$ cat config.mk
export PLATFORM = sky130hd
export DESIGN_NAME = subsampled_frame_luma_average_flat
export DESIGN_NICKNAME = d
export VERILOG_FILES = /design/src/sv/sfla_pkg.sv /design/src/sv/sfla_if.sv /design/src/sv/subsampled_frame_luma_average.sv /design/src/sv/sfla_ctrl.sv /design/src/sv/sfla_datapath.sv /design/src/flat_wrapper.sv
export VERILOG_INCLUDE_DIRS = /design/src /design/src/sv
export SDC_FILE = /design/constraint.sdc
export NUM_CORES = 1
export LEC_CHECK = 0
export ABC_AREA = 1
export BUFFER_PORTS_ARGS = -buffer_cell sky130_fd_sc_hd__buf_2
export CAP_MARGIN = 20
export CELL_PAD_IN_SITES_DETAIL_PLACEMENT = 0
export CELL_PAD_IN_SITES_GLOBAL_PLACEMENT = 1
export CORE_MARGIN = 2
export CORE_UTILIZATION = 52
export DETAILED_ROUTE_END_ITERATION = 10
export GPL_ROUTABILITY_DRIVEN = 0
export GPL_TIMING_DRIVEN = 1
export PLACE_DENSITY_LB_ADDON = 0.05
export SETUP_SLACK_MARGIN = 0.05
export SLEW_MARGIN = 0
export SYNTH_ARGS = -nofsm -noshare
export SYNTH_HDL_FRONTEND = slang
export SYNTH_SLANG_ARGS = --single-unit
$ cat constraint.sdc
create_clock -name clk -period 7.2 [get_ports clk]
set_input_delay 0.72 -clock clk [delete_from_list [all_inputs] [get_ports clk]]
set_output_delay 0.72 -clock clk [all_outputs]
set_load 0.1 [all_outputs]
$ cat src/sv/subsampled_frame_luma_average_assert.svh
// assertion macros shared by the frame luma average modules
`ifndef SUBSAMPLED_FRAME_LUMA_AVERAGE_ASSERT_SVH
`define SUBSAMPLED_FRAME_LUMA_AVERAGE_ASSERT_SVH

// same-cycle implication, checked outside reset
`define SFLA_ASSERT_IMP(label, pre, post, msg) \
	label: assert property (@(posedge clk) disable iff (!arst_n) (pre) |-> (post)) \
		else $error(msg);

// next-cycle implication, checked outside reset
`define SFLA_ASSERT_NEXT(label, pre, post, msg) \
	label: assert property (@(posedge clk) disable iff (!arst_n) (pre) |=> (post)) \
		else $error(msg);

`endif

$ cat src/sv/sfla_pkg.sv
// types, constants and helper functions of the frame luma average block
`default_nettype none

package sfla_pkg;

	localparam int MAX_DIMENSION = 8192;
	localparam int MAX_STRIDE    = 64;

	localparam int DIM_W    = 14;
	localparam int STEP_W   = 7;
	localparam int COLOR_W  = 8;
	localparam int OUT_W    = 16;
	localparam int POS_W    = $clog2(MAX_DIMENSION);
	localparam int PHASE_W  = $clog2(MAX_STRIDE);
	localparam int LUMA_W   = 24;
	localparam int SUM_W    = 50;
	localparam int COUNT_W  = 27;
	localparam int QUO_W    = OUT_W + 1;
	localparam int DEN_W    = COUNT_W + 8;
	localparam int REM_W    = SUM_W - QUO_W;
	localparam int STEP_CNT_W = $clog2(QUO_W);

	localparam logic [LUMA_W-1:0] WEIGHT_R = LUMA_W'(19595);
	localparam logic [LUMA_W-1:0] WEIGHT_G = LUMA_W'(38470);
	localparam logic [LUMA_W-1:0] WEIGHT_B = LUMA_W'(7471);

	typedef enum logic [1:0] {
		CFG_FRAME_WIDTH  = 2'd0,
		CFG_FRAME_HEIGHT = 2'd1,
		CFG_STEP_X       = 2'd2,
		CFG_STEP_Y       = 2'd3
	} cfg_index_t;

	typedef enum logic [2:0] {
		ST_IDLE,
		ST_PREP,
		ST_CHECK,
		ST_DIVIDE,
		ST_RESULT
	} ctrl_state_t;

	typedef struct packed {
		logic accept;
		logic load;
		logic prep;
		logic check;
		logic step;
	} dp_cmd_t;

	typedef struct packed {
		logic pix_last;
		logic end_s1;
	} dp_status_t;

	// last valid position for a dimension register, zero acts as one
	function automatic logic [POS_W-1:0] dim_last(input logic [DIM_W-1:0] v);
		logic [POS_W-1:0] r;
		if (v == '0) begin
			r = '0;
		end else if (v > DIM_W'(MAX_DIMENSION)) begin
			r = POS_W'(MAX_DIMENSION - 1);
		end else begin
			r = POS_W'(v - DIM_W'(1));
		end
		return r;
	endfunction

	function automatic logic [STEP_W-1:0] stride_clamp(input logic [STEP_W-1:0] v);
		logic [STEP_W-1:0] r;
		if (v == '0) begin
			r = STEP_W'(1);
		end else if (v > STEP_W'(MAX_STRIDE)) begin
			r = STEP_W'(MAX_STRIDE);
		end else begin
			r = v;
		end
		return r;
	endfunction

endpackage

`default_nettype wire

$ cat src/sv/sfla_if.sv
// handshake channel interfaces for pixels, results and register writes
`default_nettype none

interface sfla_pixel_if import sfla_pkg::*; ();
	logic               valid;
	logic               ready;
	logic [COLOR_W-1:0] red;
	logic [COLOR_W-1:0] green;
	logic [COLOR_W-1:0] blue;

	modport source (output valid, output red, output green, output blue, input ready);
	modport sink (input valid, input red, input green, input blue, output ready);
endinterface

interface sfla_luma_if import sfla_pkg::*; ();
	logic             valid;
	logic             ready;
	logic [OUT_W-1:0] average_luma;

	modport source (output valid, output average_luma, input ready);
	modport sink (input valid, input average_luma, output ready);
endinterface

interface sfla_cfg_if import sfla_pkg::*; ();
	logic             valid;
	logic             ready;
	cfg_index_t       index;
	logic [DIM_W-1:0] data;

	modport source (output valid, output index, output data, input ready);
	modport sink (input valid, input index, input data, output ready);
endinterface

`default_nettype wire

$ cat src/sv/subsampled_frame_luma_average.sv
// Top level of the subsampled frame luma average.
// Throughput: one pixel item per cycle; the last pixel of a frame is held off while
// the previous frame's divide or result is still pending.
// The result becomes valid after the last pixel is accepted, following one luma stage,
// load, divisor setup, range check and a 17-step restoring divider.
// Reset: asynchronous active low; clears position, sums and control, loads register defaults.
`default_nettype none

module subsampled_frame_luma_average import sfla_pkg::*; (
	input wire           clk,
	input wire           arst_n,
	sfla_pixel_if.sink   pixel,
	sfla_luma_if.source  result,
	sfla_cfg_if.sink     cfg
);

	dp_cmd_t    cmd;
	dp_status_t status;
	logic       pixel_ready;
	logic       result_valid;

	assign pixel.ready  = pixel_ready;
	assign result.valid = result_valid;
	assign cfg.ready    = 1'b1;

	sfla_ctrl u_ctrl (
		.clk          (clk),
		.arst_n       (arst_n),
		.pixel_valid  (pixel.valid),
		.pixel_ready  (pixel_ready),
		.result_valid (result_valid),
		.result_ready (result.ready),
		.status       (status),
		.cmd          (cmd)
	);

	sfla_datapath u_datapath (
		.clk          (clk),
		.arst_n       (arst_n),
		.cfg_valid    (cfg.valid),
		.cfg_index    (cfg.index),
		.cfg_data     (cfg.data),
		.red          (pixel.red),
		.green        (pixel.green),
		.blue         (pixel.blue),
		.average_luma (result.average_luma),
		.cmd          (cmd),
		.status       (status)
	);

endmodule

`default_nettype wire

$ cat src/sv/sfla_ctrl.sv
// controller: pixel flow control and end-of-frame divide sequencing
`default_nettype none
`include "subsampled_frame_luma_average_assert.svh"

module sfla_ctrl import sfla_pkg::*; (
	input  wire         clk,
	input  wire         arst_n,
	input  wire         pixel_valid,
	output logic        pixel_ready,
	output logic        result_valid,
	input  wire         result_ready,
	input  dp_status_t  status,
	output dp_cmd_t     cmd
);

	ctrl_state_t             state_q;
	ctrl_state_t             state_next;
	logic [STEP_CNT_W-1:0]   step_cnt_q;
	logic                    step_last;

	assign step_last = (step_cnt_q == STEP_CNT_W'(QUO_W - 1));

	always_ff @(posedge clk or negedge arst_n) begin
		if (!arst_n) begin
			state_q    <= ST_IDLE;
			step_cnt_q <= '0;
		end else begin
			state_q <= state_next;
			if (state_q == ST_CHECK) begin
				step_cnt_q <= '0;
			end else if (state_q == ST_DIVIDE) begin
				step_cnt_q <= step_cnt_q + STEP_CNT_W'(1);
			end
		end
	end

	always_comb begin
		state_next   = state_q;
		cmd          = '0;
		result_valid = 1'b0;
		// a frame-ending item waits until the divider is free
		pixel_ready  = !(status.pix_last && (state_q != ST_IDLE || status.end_s1));
		cmd.accept   = pixel_valid && pixel_ready;
		case (state_q)
			ST_IDLE: begin
				if (status.end_s1) begin
					cmd.load   = 1'b1;
					state_next = ST_PREP;
				end
			end
			ST_PREP: begin
				cmd.prep   = 1'b1;
				state_next = ST_CHECK;
			end
			ST_CHECK: begin
				cmd.check  = 1'b1;
				state_next = ST_DIVIDE;
			end
			ST_DIVIDE: begin
				cmd.step = 1'b1;
				if (step_last) begin
					state_next = ST_RESULT;
				end
			end
			ST_RESULT: begin
				result_valid = 1'b1;
				if (result_ready) begin
					state_next = ST_IDLE;
				end
			end
			default: begin
				state_next = ST_IDLE;
			end
		endcase
	end

	`SFLA_ASSERT_IMP(a_start_when_idle, status.end_s1, state_q == ST_IDLE, "frame end while divider busy")
	`SFLA_ASSERT_NEXT(a_divide_length, (state_q == ST_DIVIDE) && step_last, state_q == ST_RESULT, "divide did not finish")

endmodule

`default_nettype wire

$ cat src/sv/sfla_datapath.sv
// datapath: raster tracking, luma accumulation, registers and restoring divider
`default_nettype none
`include "subsampled_frame_luma_average_assert.svh"

module sfla_datapath import sfla_pkg::*; (
	input  wire                clk,
	input  wire                arst_n,
	input  wire                cfg_valid,
	input  cfg_index_t         cfg_index,
	input  wire  [DIM_W-1:0]   cfg_data,
	input  wire  [COLOR_W-1:0] red,
	input  wire  [COLOR_W-1:0] green,
	input  wire  [COLOR_W-1:0] blue,
	output logic [OUT_W-1:0]   average_luma,
	input  dp_cmd_t            cmd,
	output dp_status_t         status
);

	logic [DIM_W-1:0]   frame_width_q;
	logic [DIM_W-1:0]   frame_height_q;
	logic [STEP_W-1:0]  step_x_q;
	logic [STEP_W-1:0]  step_y_q;

	logic [POS_W-1:0]   col_q;
	logic [POS_W-1:0]   row_q;
	logic [PHASE_W-1:0] col_phase_q;
	logic [PHASE_W-1:0] row_phase_q;

	logic [LUMA_W-1:0]  luma_s1;
	logic               sample_s1;
	logic               end_s1;

	logic [SUM_W-1:0]   sum_q;
	logic [COUNT_W-1:0] count_q;
	logic [SUM_W-1:0]   sum_next;
	logic [COUNT_W-1:0] count_next;

	logic [DEN_W-1:0]   rem_q;
	logic [QUO_W-1:0]   num_q;
	logic [QUO_W-1:0]   quo_q;
	logic [DEN_W-1:0]   den_q;
	logic [COUNT_W-1:0] count_snap_q;
	logic               sat_q;
	logic               zero_q;

	logic [POS_W-1:0]   w_last;
	logic [POS_W-1:0]   h_last;
	logic [STEP_W-1:0]  sx;
	logic [STEP_W-1:0]  sy;
	logic               col_end;
	logic               row_end;
	logic [STEP_W-1:0]  col_phase_inc;
	logic [STEP_W-1:0]  row_phase_inc;
	logic [LUMA_W-1:0]  luma;
	logic [DEN_W:0]     shifted;
	logic [DEN_W:0]     diff;
	logic               ge;

	assign w_last  = dim_last(frame_width_q);
	assign h_last  = dim_last(frame_height_q);
	assign sx      = stride_clamp(step_x_q);
	assign sy      = stride_clamp(step_y_q);
	assign col_end = (col_q >= w_last);
	assign row_end = (row_q >= h_last);

	assign col_phase_inc = {1'b0, col_phase_q} + STEP_W'(1);
	assign row_phase_inc = {1'b0, row_phase_q} + STEP_W'(1);

	assign luma = WEIGHT_R * LUMA_W'(red) + WEIGHT_G * LUMA_W'(green)
		+ WEIGHT_B * LUMA_W'(blue);

	assign status.pix_last = col_end && row_end;
	assign status.end_s1   = end_s1;

	// register file
	always_ff @(posedge clk or negedge arst_n) begin
		if (!arst_n) begin
			frame_width_q  <= DIM_W'(1920);
			frame_height_q <= DIM_W'(1080);
			step_x_q       <= STEP_W'(8);
			step_y_q       <= STEP_W'(8);
		end else if (cfg_valid) begin
			case (cfg_index)
				CFG_FRAME_WIDTH:  frame_width_q  <= cfg_data;
				CFG_FRAME_HEIGHT: frame_height_q <= cfg_data;
				CFG_STEP_X:       step_x_q       <= cfg_data[STEP_W-1:0];
				CFG_STEP_Y:       step_y_q       <= cfg_data[STEP_W-1:0];
				default: begin
				end
			endcase
		end
	end

	// raster position and sampling phase
	always_ff @(posedge clk or negedge arst_n) begin
		if (!arst_n) begin
			col_q       <= '0;
			row_q       <= '0;
			col_phase_q <= '0;
			row_phase_q <= '0;
			sample_s1   <= 1'b0;
			end_s1      <= 1'b0;
		end else begin
			sample_s1 <= cmd.accept && (col_phase_q == '0) && (row_phase_q == '0);
			end_s1    <= cmd.accept && col_end && row_end;
			if (cmd.accept) begin
				if (col_end) begin
					col_q       <= '0;
					col_phase_q <= '0;
					if (row_end) begin
						row_q       <= '0;
						row_phase_q <= '0;
					end else begin
						row_q       <= row_q + POS_W'(1);
						row_phase_q <= (row_phase_inc >= sy) ? '0 : row_phase_inc[PHASE_W-1:0];
					end
				end else begin
					col_q       <= col_q + POS_W'(1);
					col_phase_q <= (col_phase_inc >= sx) ? '0 : col_phase_inc[PHASE_W-1:0];
				end
			end
		end
	end

	always_ff @(posedge clk) begin
		luma_s1 <= luma;
	end

	assign sum_next   = sum_q + (sample_s1 ? SUM_W'(luma_s1) : '0);
	assign count_next = count_q + COUNT_W'(sample_s1);

	// accumulator, handed to the divider and cleared at frame end
	always_ff @(posedge clk or negedge arst_n) begin
		if (!arst_n) begin
			sum_q   <= '0;
			count_q <= '0;
		end else if (cmd.load) begin
			sum_q   <= '0;
			count_q <= '0;
		end else begin
			sum_q   <= sum_next;
			count_q <= count_next;
		end
	end

	assign shifted = {rem_q, num_q[QUO_W-1]};
	assign diff    = shifted - {1'b0, den_q};
	assign ge      = (shifted >= {1'b0, den_q});

	// restoring divider, one quotient bit per step
	always_ff @(posedge clk) begin
		if (cmd.load) begin
			rem_q        <= DEN_W'(sum_next[SUM_W-1:QUO_W]);
			num_q        <= sum_next[QUO_W-1:0];
			count_snap_q <= count_next;
		end
		if (cmd.prep) begin
			den_q  <= {count_snap_q, 8'h00} - DEN_W'(count_snap_q);
			zero_q <= (count_snap_q == '0);
		end
		if (cmd.check) begin
			// high part already holds the divisor: quotient beyond range
			sat_q <= (DEN_W'(rem_q) >= den_q);
		end
		if (cmd.step) begin
			rem_q <= ge ? diff[DEN_W-1:0] : shifted[DEN_W-1:0];
			num_q <= {num_q[QUO_W-2:0], 1'b0};
			quo_q <= {quo_q[QUO_W-2:0], ge};
		end
	end

	assign average_luma = zero_q ? '0 :
		((sat_q || quo_q[QUO_W-1]) ? {OUT_W{1'b1}} : quo_q[OUT_W-1:0]);

	`SFLA_ASSERT_NEXT(a_clear_on_load, cmd.load, (sum_q == '0) && (count_q == '0), "accumulator not cleared")
	`SFLA_ASSERT_NEXT(a_frame_end_flag, cmd.accept && col_end && row_end, end_s1, "frame end lost")

endmodule

`default_nettype wire
$ cat src/flat_wrapper.sv
// flat-port wrapper written by rule: the top's interface ports become plain ports
module subsampled_frame_luma_average_flat import sfla_pkg::*;
  (clk, arst_n, pixel_valid, pixel_red, pixel_green, pixel_blue, pixel_ready, result_valid, result_average_luma, result_ready, cfg_valid, cfg_index, cfg_data, cfg_ready);
  sfla_pixel_if pixel_i ();
  sfla_luma_if result_i ();
  sfla_cfg_if cfg_i ();
  input wire clk;
  input wire arst_n;
  input wire logic [$bits(pixel_i.valid)-1:0] pixel_valid;
  input wire logic [$bits(pixel_i.red)-1:0] pixel_red;
  input wire logic [$bits(pixel_i.green)-1:0] pixel_green;
  input wire logic [$bits(pixel_i.blue)-1:0] pixel_blue;
  output wire logic [$bits(pixel_i.ready)-1:0] pixel_ready;
  output wire logic [$bits(result_i.valid)-1:0] result_valid;
  output wire logic [$bits(result_i.average_luma)-1:0] result_average_luma;
  input wire logic [$bits(result_i.ready)-1:0] result_ready;
  input wire logic [$bits(cfg_i.valid)-1:0] cfg_valid;
  input wire logic [$bits(cfg_i.index)-1:0] cfg_index;
  input wire logic [$bits(cfg_i.data)-1:0] cfg_data;
  output wire logic [$bits(cfg_i.ready)-1:0] cfg_ready;
  assign pixel_i.valid = pixel_valid;
  assign pixel_i.red = pixel_red;
  assign pixel_i.green = pixel_green;
  assign pixel_i.blue = pixel_blue;
  assign pixel_ready = pixel_i.ready;
  assign result_valid = result_i.valid;
  assign result_average_luma = result_i.average_luma;
  assign result_i.ready = result_ready;
  assign cfg_i.valid = cfg_valid;
  assign cfg_i.index = cfg_index;
  assign cfg_i.data = cfg_data;
  assign cfg_ready = cfg_i.ready;
  subsampled_frame_luma_average u_core (.clk(clk), .arst_n(arst_n), .pixel(pixel_i), .result(result_i), .cfg(cfg_i));
endmodule
# Word level (Yosys, flattened, before mapping)
# Cells that the tools add are included.
[word_totals]
regBits = 324
input_bits = 45
out_inout_bits = 19
elab_cells = 124
[classes]
add_sub_neg = 13
multipliers = 3
order_cmp = 10
eq_ne = 11
mux = 36
n_reduce_logical = 28
[ops]
columns = ["operator", "n"]
rows = [
  ["$mux W35", 3],
  ["$mux W13", 6],
  ["$add A50 B24 Y50", 1],
  ["$mux W50", 1],
  ["$mul A15 B8 Y23 const A", 2],
  ["$ge A36 B35 Y1", 1],
  ["$ge A35 B35 Y1", 1],
  ["$sub A35 B27 Y35", 1],
  ["$sub A35 B35 Y35", 1],
  ["$mux W17", 2],
  ["$mux W16", 2],
  ["$gt A14 B14 Y1 const B", 2],
  ["$logic_not A14 Y1", 2],
  ["$mux W7", 4],
  ["$add A27 B1 Y27", 1],
  ["$logic_not A27 Y1", 1],
  ["$mux W27", 1],
  ["$add A13 B1 Y13 const B", 2],
  ["$ge A13 B13 Y1", 2],
  ["$sub A13 B1 Y13 const B", 2],
  ["$add A23 B24 Y24", 1],
  ["$add A24 B21 Y24", 1],
  ["$mux W24", 1],
  ["$mux W6", 4],
  ["27 further kinds", 56],
]

# Logic depth before layout (Yosys ltp)
# Gate-level depths: netlist (run 1).
[logic_depth]
word_depth = 10
depth_mapped = 31
mapped_depth_nobuf = 31

# Hierarchy
# From an unflattened synthesis (run 1), not the netlist that was laid out.
[unflattened]
hier_cells = 4118
area_unflattened_um2 = 30127.6
[modules_own_cells]
columns = ["module", "n_inst", "cells_each", "area_per_inst_um2", "seq_area_each_um2"]
rows = [
  ["sfla_datapath", 1, 4053, 29638.4, 8455.6],
  ["sfla_ctrl", 1, 63, 478.0, 200.2],
  ["subsampled_frame_luma_average", 1, 2, 11.3, 0.0],
]

# Worst setup path before layout (run 1)
# Ideal clock, no wire load.
[synth_path]
kind = "in2reg"
start = "input port pixel_green[5]"
end = "register u_core.u_datapath.luma_s1[23]"
setup_ps = 113
arrival_time_ps = 6322
t_required_ps = 7087
setup_slack_ps = 765
stages = 26
n_path_buf = 0
cell_sequence = "ha_1 inv_1 fa_1 fa_1 inv_1 ha_1 nand2_1 o31ai_1 a21oi_1 xnor2_1 fa_1 fa_1 inv_1 fa_1 fa_1 inv_1 ha_1 nand2_1 nor2_1 inv_1 nor2_1 nand4_1 nand3_1 nand2_1 nand3_1 nand2_1"
[synth_via]
elab_chain_len = 3
[synth_lines]
columns = ["element", "line_no", "source"]
rows = [
  ["start: declaration", "flat_wrapper.sv:11", "input wire logic [$bits(pixel_i.green)-1:0] pixel_green;"],
  ["$mul A15 B8 Y23", "sfla_datapath.sv:69", "assign luma = WEIGHT_R * LUMA_W'(red) + WEIGHT_G * LUMA_W'(green)"],
  ["$add A23 B24 Y24", "sfla_datapath.sv:69", ""],
  ["$add A24 B21 Y24", "sfla_datapath.sv:70", "+ WEIGHT_B * LUMA_W'(blue);"],
  ["named net u_core.u_datapath.luma[23]", "sfla_datapath.sv:54", "logic [LUMA_W-1:0] luma;"],
  ["end signal: assignment", "sfla_datapath.sv:126", "luma_s1 <= luma;"],
  ["end: declaration", "sfla_datapath.sv:29", "logic [LUMA_W-1:0] luma_s1;"],
]
# The timed path passes the listed nets, and every way through them passes these cells.
# A chain may end at the register's enable or synchronous reset.

# Worst setup path after layout (run 1)
[layout_path]
start = "input port pixel_green[6]"
end = "register u_core.u_datapath.luma_s1[21]"
# The elaborated chain is that of the path after synthesis.

==> impl_metrics.json, run 1 <==
{
  "status": "finished clean",
  "grt_pass1_vias": 25405,
  "worst_slack_ns": 0.6688,
  "ant_nets": 0,
  "n_antenna_cell": 0,
  "min_path_type": "in -> async",
  "yosys_register_bits": 324,
  "slowest_delay_ns": 0.55,
  "synth_cells": 4171,
  "fin_setup_tns_ns": 0,
  "vdd_ir_drop_max_mv": 0.4741,
  "routed_via_density": 5.140,
  "antenna_found_initial": 1,
  "hpwlAfterDp_microns": 66370,
  "synth_warnings": 0,
  "num_vias": 25835,
  "drt_pass1_iterations": 6,
  "finalHoldViolCount": 0,
  "yosys.area.top_type": "nand2_1",
  "clk_latency_ns": 0.59,
  "fin_crit_sh_pct": 90.71,
  "cts_root_buf": "clkbuf_16",
  "regArea_sq_mm": 0.008656,
  "maxCapViolations": 0,
  "clockBufferDepth": 3,
  "synth-edff-count": 132,
  "cp-start-kind": "primary input",
  "cts_tree": "built",
  "crit_top_cell": "fa_1",
  "htree_num_levels": 2,
  "dieArea_sq_mm": 0.06030,
  "multi_input_area_sq_mm": 0.01842,
  "wl_per_cell_microns": 16.27,
  "synth_async_sr_flop_share_pct": 51.54,
  "start_util_pct": 52.60,
  "synth.top_cells.by_area": "nand2_1, ha_1, edfxtp_1",
  "drc": 0,
  "cts_post_setup_buffers_inserted": 0,
  "cts-resized-gates": 0,
  "dp_worst_setup_slack_ns": 0.1908,
  "io_pins": 64,
  "clock.fmax_mhz": 153.1,
  "rows": 88,
  "drt_iter0_drc": 1522,
  "syn_area_sq_mm": 0.03035,
  "cp-end-kind": "register",
  "max_slew_margin_pct": 34.41,
  "dieWidth_microns": 245.6,
  "grt_max_degree": 80,
  "grt_overflow_total": 0,
  "required_ns": 7.68,
  "cts_hold_buf": 0,
  "synthToLayoutAreaGrowth_pct": 8.057,
  "core_area_sq_mm": 0.05770,
  "syn-num-nets": 4661,
  "rsz0062_at_grt": "false",
  "critPathKind": "in -> reg",
  "clock_skew_ns": 0.04508,
  "whs_ns": 0.1020,
  "numCtsBuffers": 40,
  "grtUsageTotal_pct": 27.71,
  "synth_area_per_cell_sq_um": 7.275,
  "fin_nets": 4719,
  "placed_area_sq_mm": 0.03146,
  "power.density_mw_per_mm2": 437.6,
  "ys.flop_type": "dfrtp_1",
  "ys_types": 58,
  "setup_viol": 0,
  "slew_violations": 0,
  "fin_area_sq_mm": 0.03279,
  "crit_chain": "buf_2, ha_1, inv_1, fa_1, fa_1, inv_1, ha_1, nand2_1, o31ai_1, a21oi_1, xnor2_1, fa_1, fa_1, inv_1, fa_1, fa_1, inv_1, ha_1, nand2_1, nor4_1, o21ai_0, nand3_1, xor2_1",
  "fin_crit_ns": 6.531,
  "netlist.area_leader.share_pct": 13.95,
  "worst_ep_arrival_time_ns": 7.01,
  "clk_pin_slew_worst_paths_ns": 0.06,
  "cp_slowest_cell": "fa_1",
  "wl_microns": 81750,
  "power_leakage_nw": 17.59,
  "die_y_microns": 245.6,
  "worst-path-max-fanout": 5,
  "seq_area_frac_synth_pct": 28.52,
  "grt_pass1_wl_microns": 133100,
  "cts_sinks": 324,
  "portBuffers": 62,
  "worst_pin_slew_ns": 0.9838,
  "drive_gt1_share_pct": 4.928,
  "nFillCells": 5697
}
## critical path: cells and delay by family
| family | cells | cell delay [ns] |
|---|---|---|
| AO/OA/AOI/OAI | 3 | 0.68 |
| XOR/XNOR | 2 | 0.41 |
| adder cells (fa/ha/maj) | 9 | 4.03 |
| AND/OR/NAND/NOR | 4 | 0.82 |
| buffers and inverters | 5 | 0.33 |
## report_power, final
part	internal, mW	switching, mW
registers	2.51	0.260
clock network	1.19	0.863
logic	3.33	6.19
## cell families (layout without fill, tap and decap cells)
| family | count (synthesis) | in the layout | synth area share (%) |
|---|---|---|---|
| other cells | 1 | 1 | 0.01236 |
| buf+inv | 863 | 953 | 10.85 |
| flops | 324 | 324 | 28.52 |
| compound gates | 382 | 382 | 6.741 |
| fa+ha+maj | 445 | 445 | 21.34 |
| simple gates | 2014 | 2014 | 28.38 |
| xor+xnor | 142 | 142 | 4.148 |
## flip-flops by register name, indices dropped and copies added (netlist names), 14 cells and up
signal	cells
u_core.u_datapath.frame_width_q	14
u_core.u_datapath.rem_q	35
u_core.u_datapath.quo_q	17
u_core.u_datapath.luma_s1	24
u_core.u_datapath.den_q	35
u_core.u_datapath.sum_q	50
u_core.u_datapath.num_q	17
u_core.u_datapath.count_q	27
u_core.u_datapath.frame_height_q	14
u_core.u_datapath.count_snap_q	27
## worst paths after layout
kind / slack [ns] / endpoint / startpoint / cells past startpoint
worst max-delay path: 0.67 / u_core.u_datapath.luma_s1[21] / pixel_green[6] / 23
worst min-delay path: 0.10 / u_core.u_datapath.sum_q[47] / arst_n / 1
worst max register to register: 2.88 / u_core.u_datapath.row_q[11] / u_core.u_datapath.frame_height_q[0] / 22
worst min register to register: 0.45 / u_core.u_datapath.quo_q[13] / u_core.u_datapath.quo_q[12] / 0
max in group asynchronous: 5.82 / u_core.u_datapath.col_phase_q[3] / arst_n / 2
min in group clk: 0.37 / u_core.u_datapath.frame_width_q[10] / cfg_data[10] / 3
## through the flow
step | cells | power (mW) | utilization [%]
floorplan | 4171 | 9.885 | -
global placement | 4952 | 12.20 | 54.52
detailed placement | 4952 | 12.25 | 54.52
CTS | 5026 | 14.37 | 56.83
global route | 5026 | 15.83 | 56.83
finish | 5026 | 14.35 | 56.83
## layer usage
layer  share of wire, %  wire, microns  GRT usage, %
met5              0.020             16             0
met4                3.4           2810         9.002
met3                4.0           3307         3.154
met2                 46          37450         46.16
met1                 47          38170         37.62
## synthesized netlist by cell type (all sizes together), types with 7 or more instances
master,n
or2,17
o31ai,7
buf,27
dfrtp,157
dfxtp,25
edfxtp,132
clkbuf,31
nand3,271
a211oi,8
dfstp,10
fa,121
a21oi,177
xor2,86
nor4,21
o21ai,152
o21bai,11
inv,800
nand2,1135
nand4,84
ha,324
nor3,57
o21a,8
xnor2,56
nor2,375
nand3b,42
## cells in the final DEF, fill, tap and decap left out, types with 9 or more instances in the layout
cell,instances
nor4_1,20
o21bai_1,11
dfxtp_1,25
dfstp_2,10
xnor2_1,56
clkinv_2,9
buf_2,61
clkbuf_16,40
or2_2,12
ha_1,324
xor2_1,84
nand3_1,268
inv_1,781
nor2_1,364
edfxtp_1,132
nand4_1,84
a21oi_1,177
o21ai_1,13
inv_2,19
nor3_1,52
buf_4,12
o21ai_0,139
dfrtp_1,157
nand3b_1,42
nand2_1,1127
fa_1,121
## area by class of cell
class / instances / area share (%)
Tap cell: 765 / 2.919
Timing Repair Buffer: 74 / 1.240
Sequential cell: 324 / 26.40
Inverter: 805 / 9.215
Clock buffer: 51 / 3.301
Multi-Input combinational cell: 2984 / 56.16
Clock inverter: 23 / 0.7670
Power figures use the tool's default switching activity.
==> run 2, diff against run 1 <==
Settings changed: CORE_UTILIZATION 52 to 30, RECOVER_POWER set to 50.
==> run 2 against run 1 <==
Against the previous run:
- the run now ends with capacitance limit, slew limit left
- largest power group unchanged
- first-iteration DRC count decreased by 20%
- global-route usage decreased by 8.6 points
- critical path depth is the same
- die area increased by 72%
- cell area is 2.6% higher
- register-to-register slack got worse by 1.5 ns
- critical path type unchanged
- count of clock-buffer cells in the layout up 9
- sequential share of layout area fell by 0.67 points
- total power up 4.7%
==> impl_metrics.json, run 2 (synthesis results as in run 1) <==
{
  "status": "finished, violations left",
  "violations": "capacitance limit, slew limit",
  "n_antenna_cell": 0,
  "htree_num_levels": 2,
  "cts_root_buf": "clkbuf_16",
  "drive_gt1_share_pct": 4.913,
  "min_path_type": "in -> reg",
  "clockBufferDepth": 3,
  "die_y_microns": 322.0,
  "clk_pin_slew_worst_paths_ns": 0.06,
  "grt_pass1_vias": 26123,
  "numCtsBuffers": 44,
  "fin_nets": 4728,
  "fin_crit_sh_pct": 90.03,
  "ant_nets": 0,
  "worst-path-max-fanout": 5,
  "dieArea_sq_mm": 0.1037,
  "nFillCells": 11059,
  "rsz0062_at_grt": "false",
  "hp-start": "cfg_data[8]",
  "fin_util_pct": 33.60,
  "crit_start": "pixel_green[3]",
  "largest_reg_flops": 50,
  "core_area_sq_mm": 0.1001,
  "cp-start-kind": "primary input",
  "clock.fmax_mhz": 154.3,
  "grt_overflow_total": 0,
  "max_flop_register": "u_core.u_datapath.sum_q",
  "cp-end-kind": "register",
  "grt_max_degree": 125,
  "cts_hold_buf": 0,
  "cts_post_setup_buffers_inserted": 0,
  "power.density_mw_per_mm2": 446.6,
  "worst_slack_ns": 0.7181,
  "finalHoldViolCount": 0,
  "wl_per_cell_microns": 17.62,
  "drt_pass1_iterations": 5,
  "final_common_cell": "nand2_1",
  "dieWidth_microns": 322.0,
  "drt_iter0_drc": 1218,
  "fin_setup_tns_ns": 0,
  "start_util_pct": 30.30,
  "portBuffers": 62,
  "fin_crit_ns": 6.482,
  "power_leakage_nw": 17.68,
  "slew_violations": 264,
  "rows": 116,
  "antenna_found_initial": 0,
  "io_pins": 64,
  "dp_worst_setup_slack_ns": 0.1193,
  "layout_common_cells": "nand2_1, inv_1, nor2_1, ha_1, nand3_1",
  "max_slew_margin_pct": -121.5,
  "cts_tree": "built",
  "setup_viol": 0,
  "routed_via_density": 4.606,
  "hpwlAfterDp_microns": 80300,
  "reg2reg_from": "u_core.u_ctrl.state_q[0]",
  "required_ns": 7.69,
  "clock_skew_ns": 0.03310,
  "grtUsageTotal_pct": 19.11,
  "worst_pin_slew_ns": 3.323,
  "critPathKind": "in -> reg",
  "clk_latency_ns": 0.62,
  "cts-resized-gates": 0,
  "vdd_ir_drop_max_mv": 0.4072,
  "grt_pass1_wl_microns": 152900,
  "worst_ep_arrival_time_ns": 6.97,
  "drc": 0,
  "total_power_mw": 15.03,
  "num_vias": 25667,
  "synthToLayoutAreaGrowth_pct": 10.87,
  "maxCapViolations": 4,
  "cts_sinks": 324,
  "largest_registers": "u_core.u_datapath.sum_q x50, u_core.u_datapath.den_q x35, u_core.u_datapath.rem_q x35",
  "wl_microns": 98170
}
==> run 2: layout make-up <==
type	count	area [sq um]	share of cell area, %
multi-input combinational	2984	18400	54.69
sequential	324	8656	25.73
inverter	805	3022	8.981
tap	1298	1624	4.827
clock buffer	60	1211	3.600
timing repair buffer	79	417.9	1.242
clock inverter	22	315.3	0.9371
==> run 2: final timing paths <==
kind                                                            to  cells past startpoint  slack, ns
worst max-delay path                 u_core.u_datapath.luma_s1[20]                     23       0.72
worst min register to register         u_core.u_datapath.quo_q[15]                      0       0.44
max in group asynchronous               u_core.u_datapath.col_q[8]                      2       1.46
min in group asynchronous              u_core.u_datapath.sum_q[13]                      1       1.18
worst min-delay path            u_core.u_datapath.frame_width_q[8]                      3       0.35
worst max register to register          u_core.u_datapath.rem_q[7]                      7       1.39
==> run 2: worst max-delay path: stages <==
cell and delay, ns:
buf_2 0.15, ha_1 0.33, ha_1 0.31, fa_1 0.49, ha_1 0.31, ha_1 0.38, a21oi_1 0.22, o21ai_0 0.14
a21oi_1 0.36, xnor2_1 0.21, fa_1 0.49, fa_1 0.52, inv_1 0.05, fa_1 0.46, fa_1 0.54, inv_1 0.04
ha_1 0.32, buf_4 0.16, nand2_1 0.11, o21ai_0 0.14, a211oi_1 0.24, nand3_1 0.11, xor2_1 0.15
==> run 2: where the power goes <==
part	switching [mW]	leakage, nW	internal, mW
registers	0.268	3.64	2.52
clock network	0.942	0.747	1.41
logic	6.49	13.3	3.41
total	7.70	17.7	7.33
==> run 2: routing by layer <==
metal / vias up / global-route usage (%) / wire length [microns]
li1: 13402 / - / -
met1: 11832 / 25.98 / 47340
met2: 331 / 32.33 / 45700
met3: 102 / 1.761 / 2547
met4: 0 / 5.171 / 2584
met5: - / 0 / 0
==> run 2: through the flow <==
step / instances / area [sq um] / hold WS [ns]
after global routing: 5572 / 33640 / 0.3546
after global placement: 5490 / 32180 / 0.4314
after floorplan: 4171 / 30350 / 0.4244
final: 5572 / 33640 / 0.3498
after CTS: 5572 / 33700 / 0.08947
after detailed placement: 5490 / 32180 / 0.4348
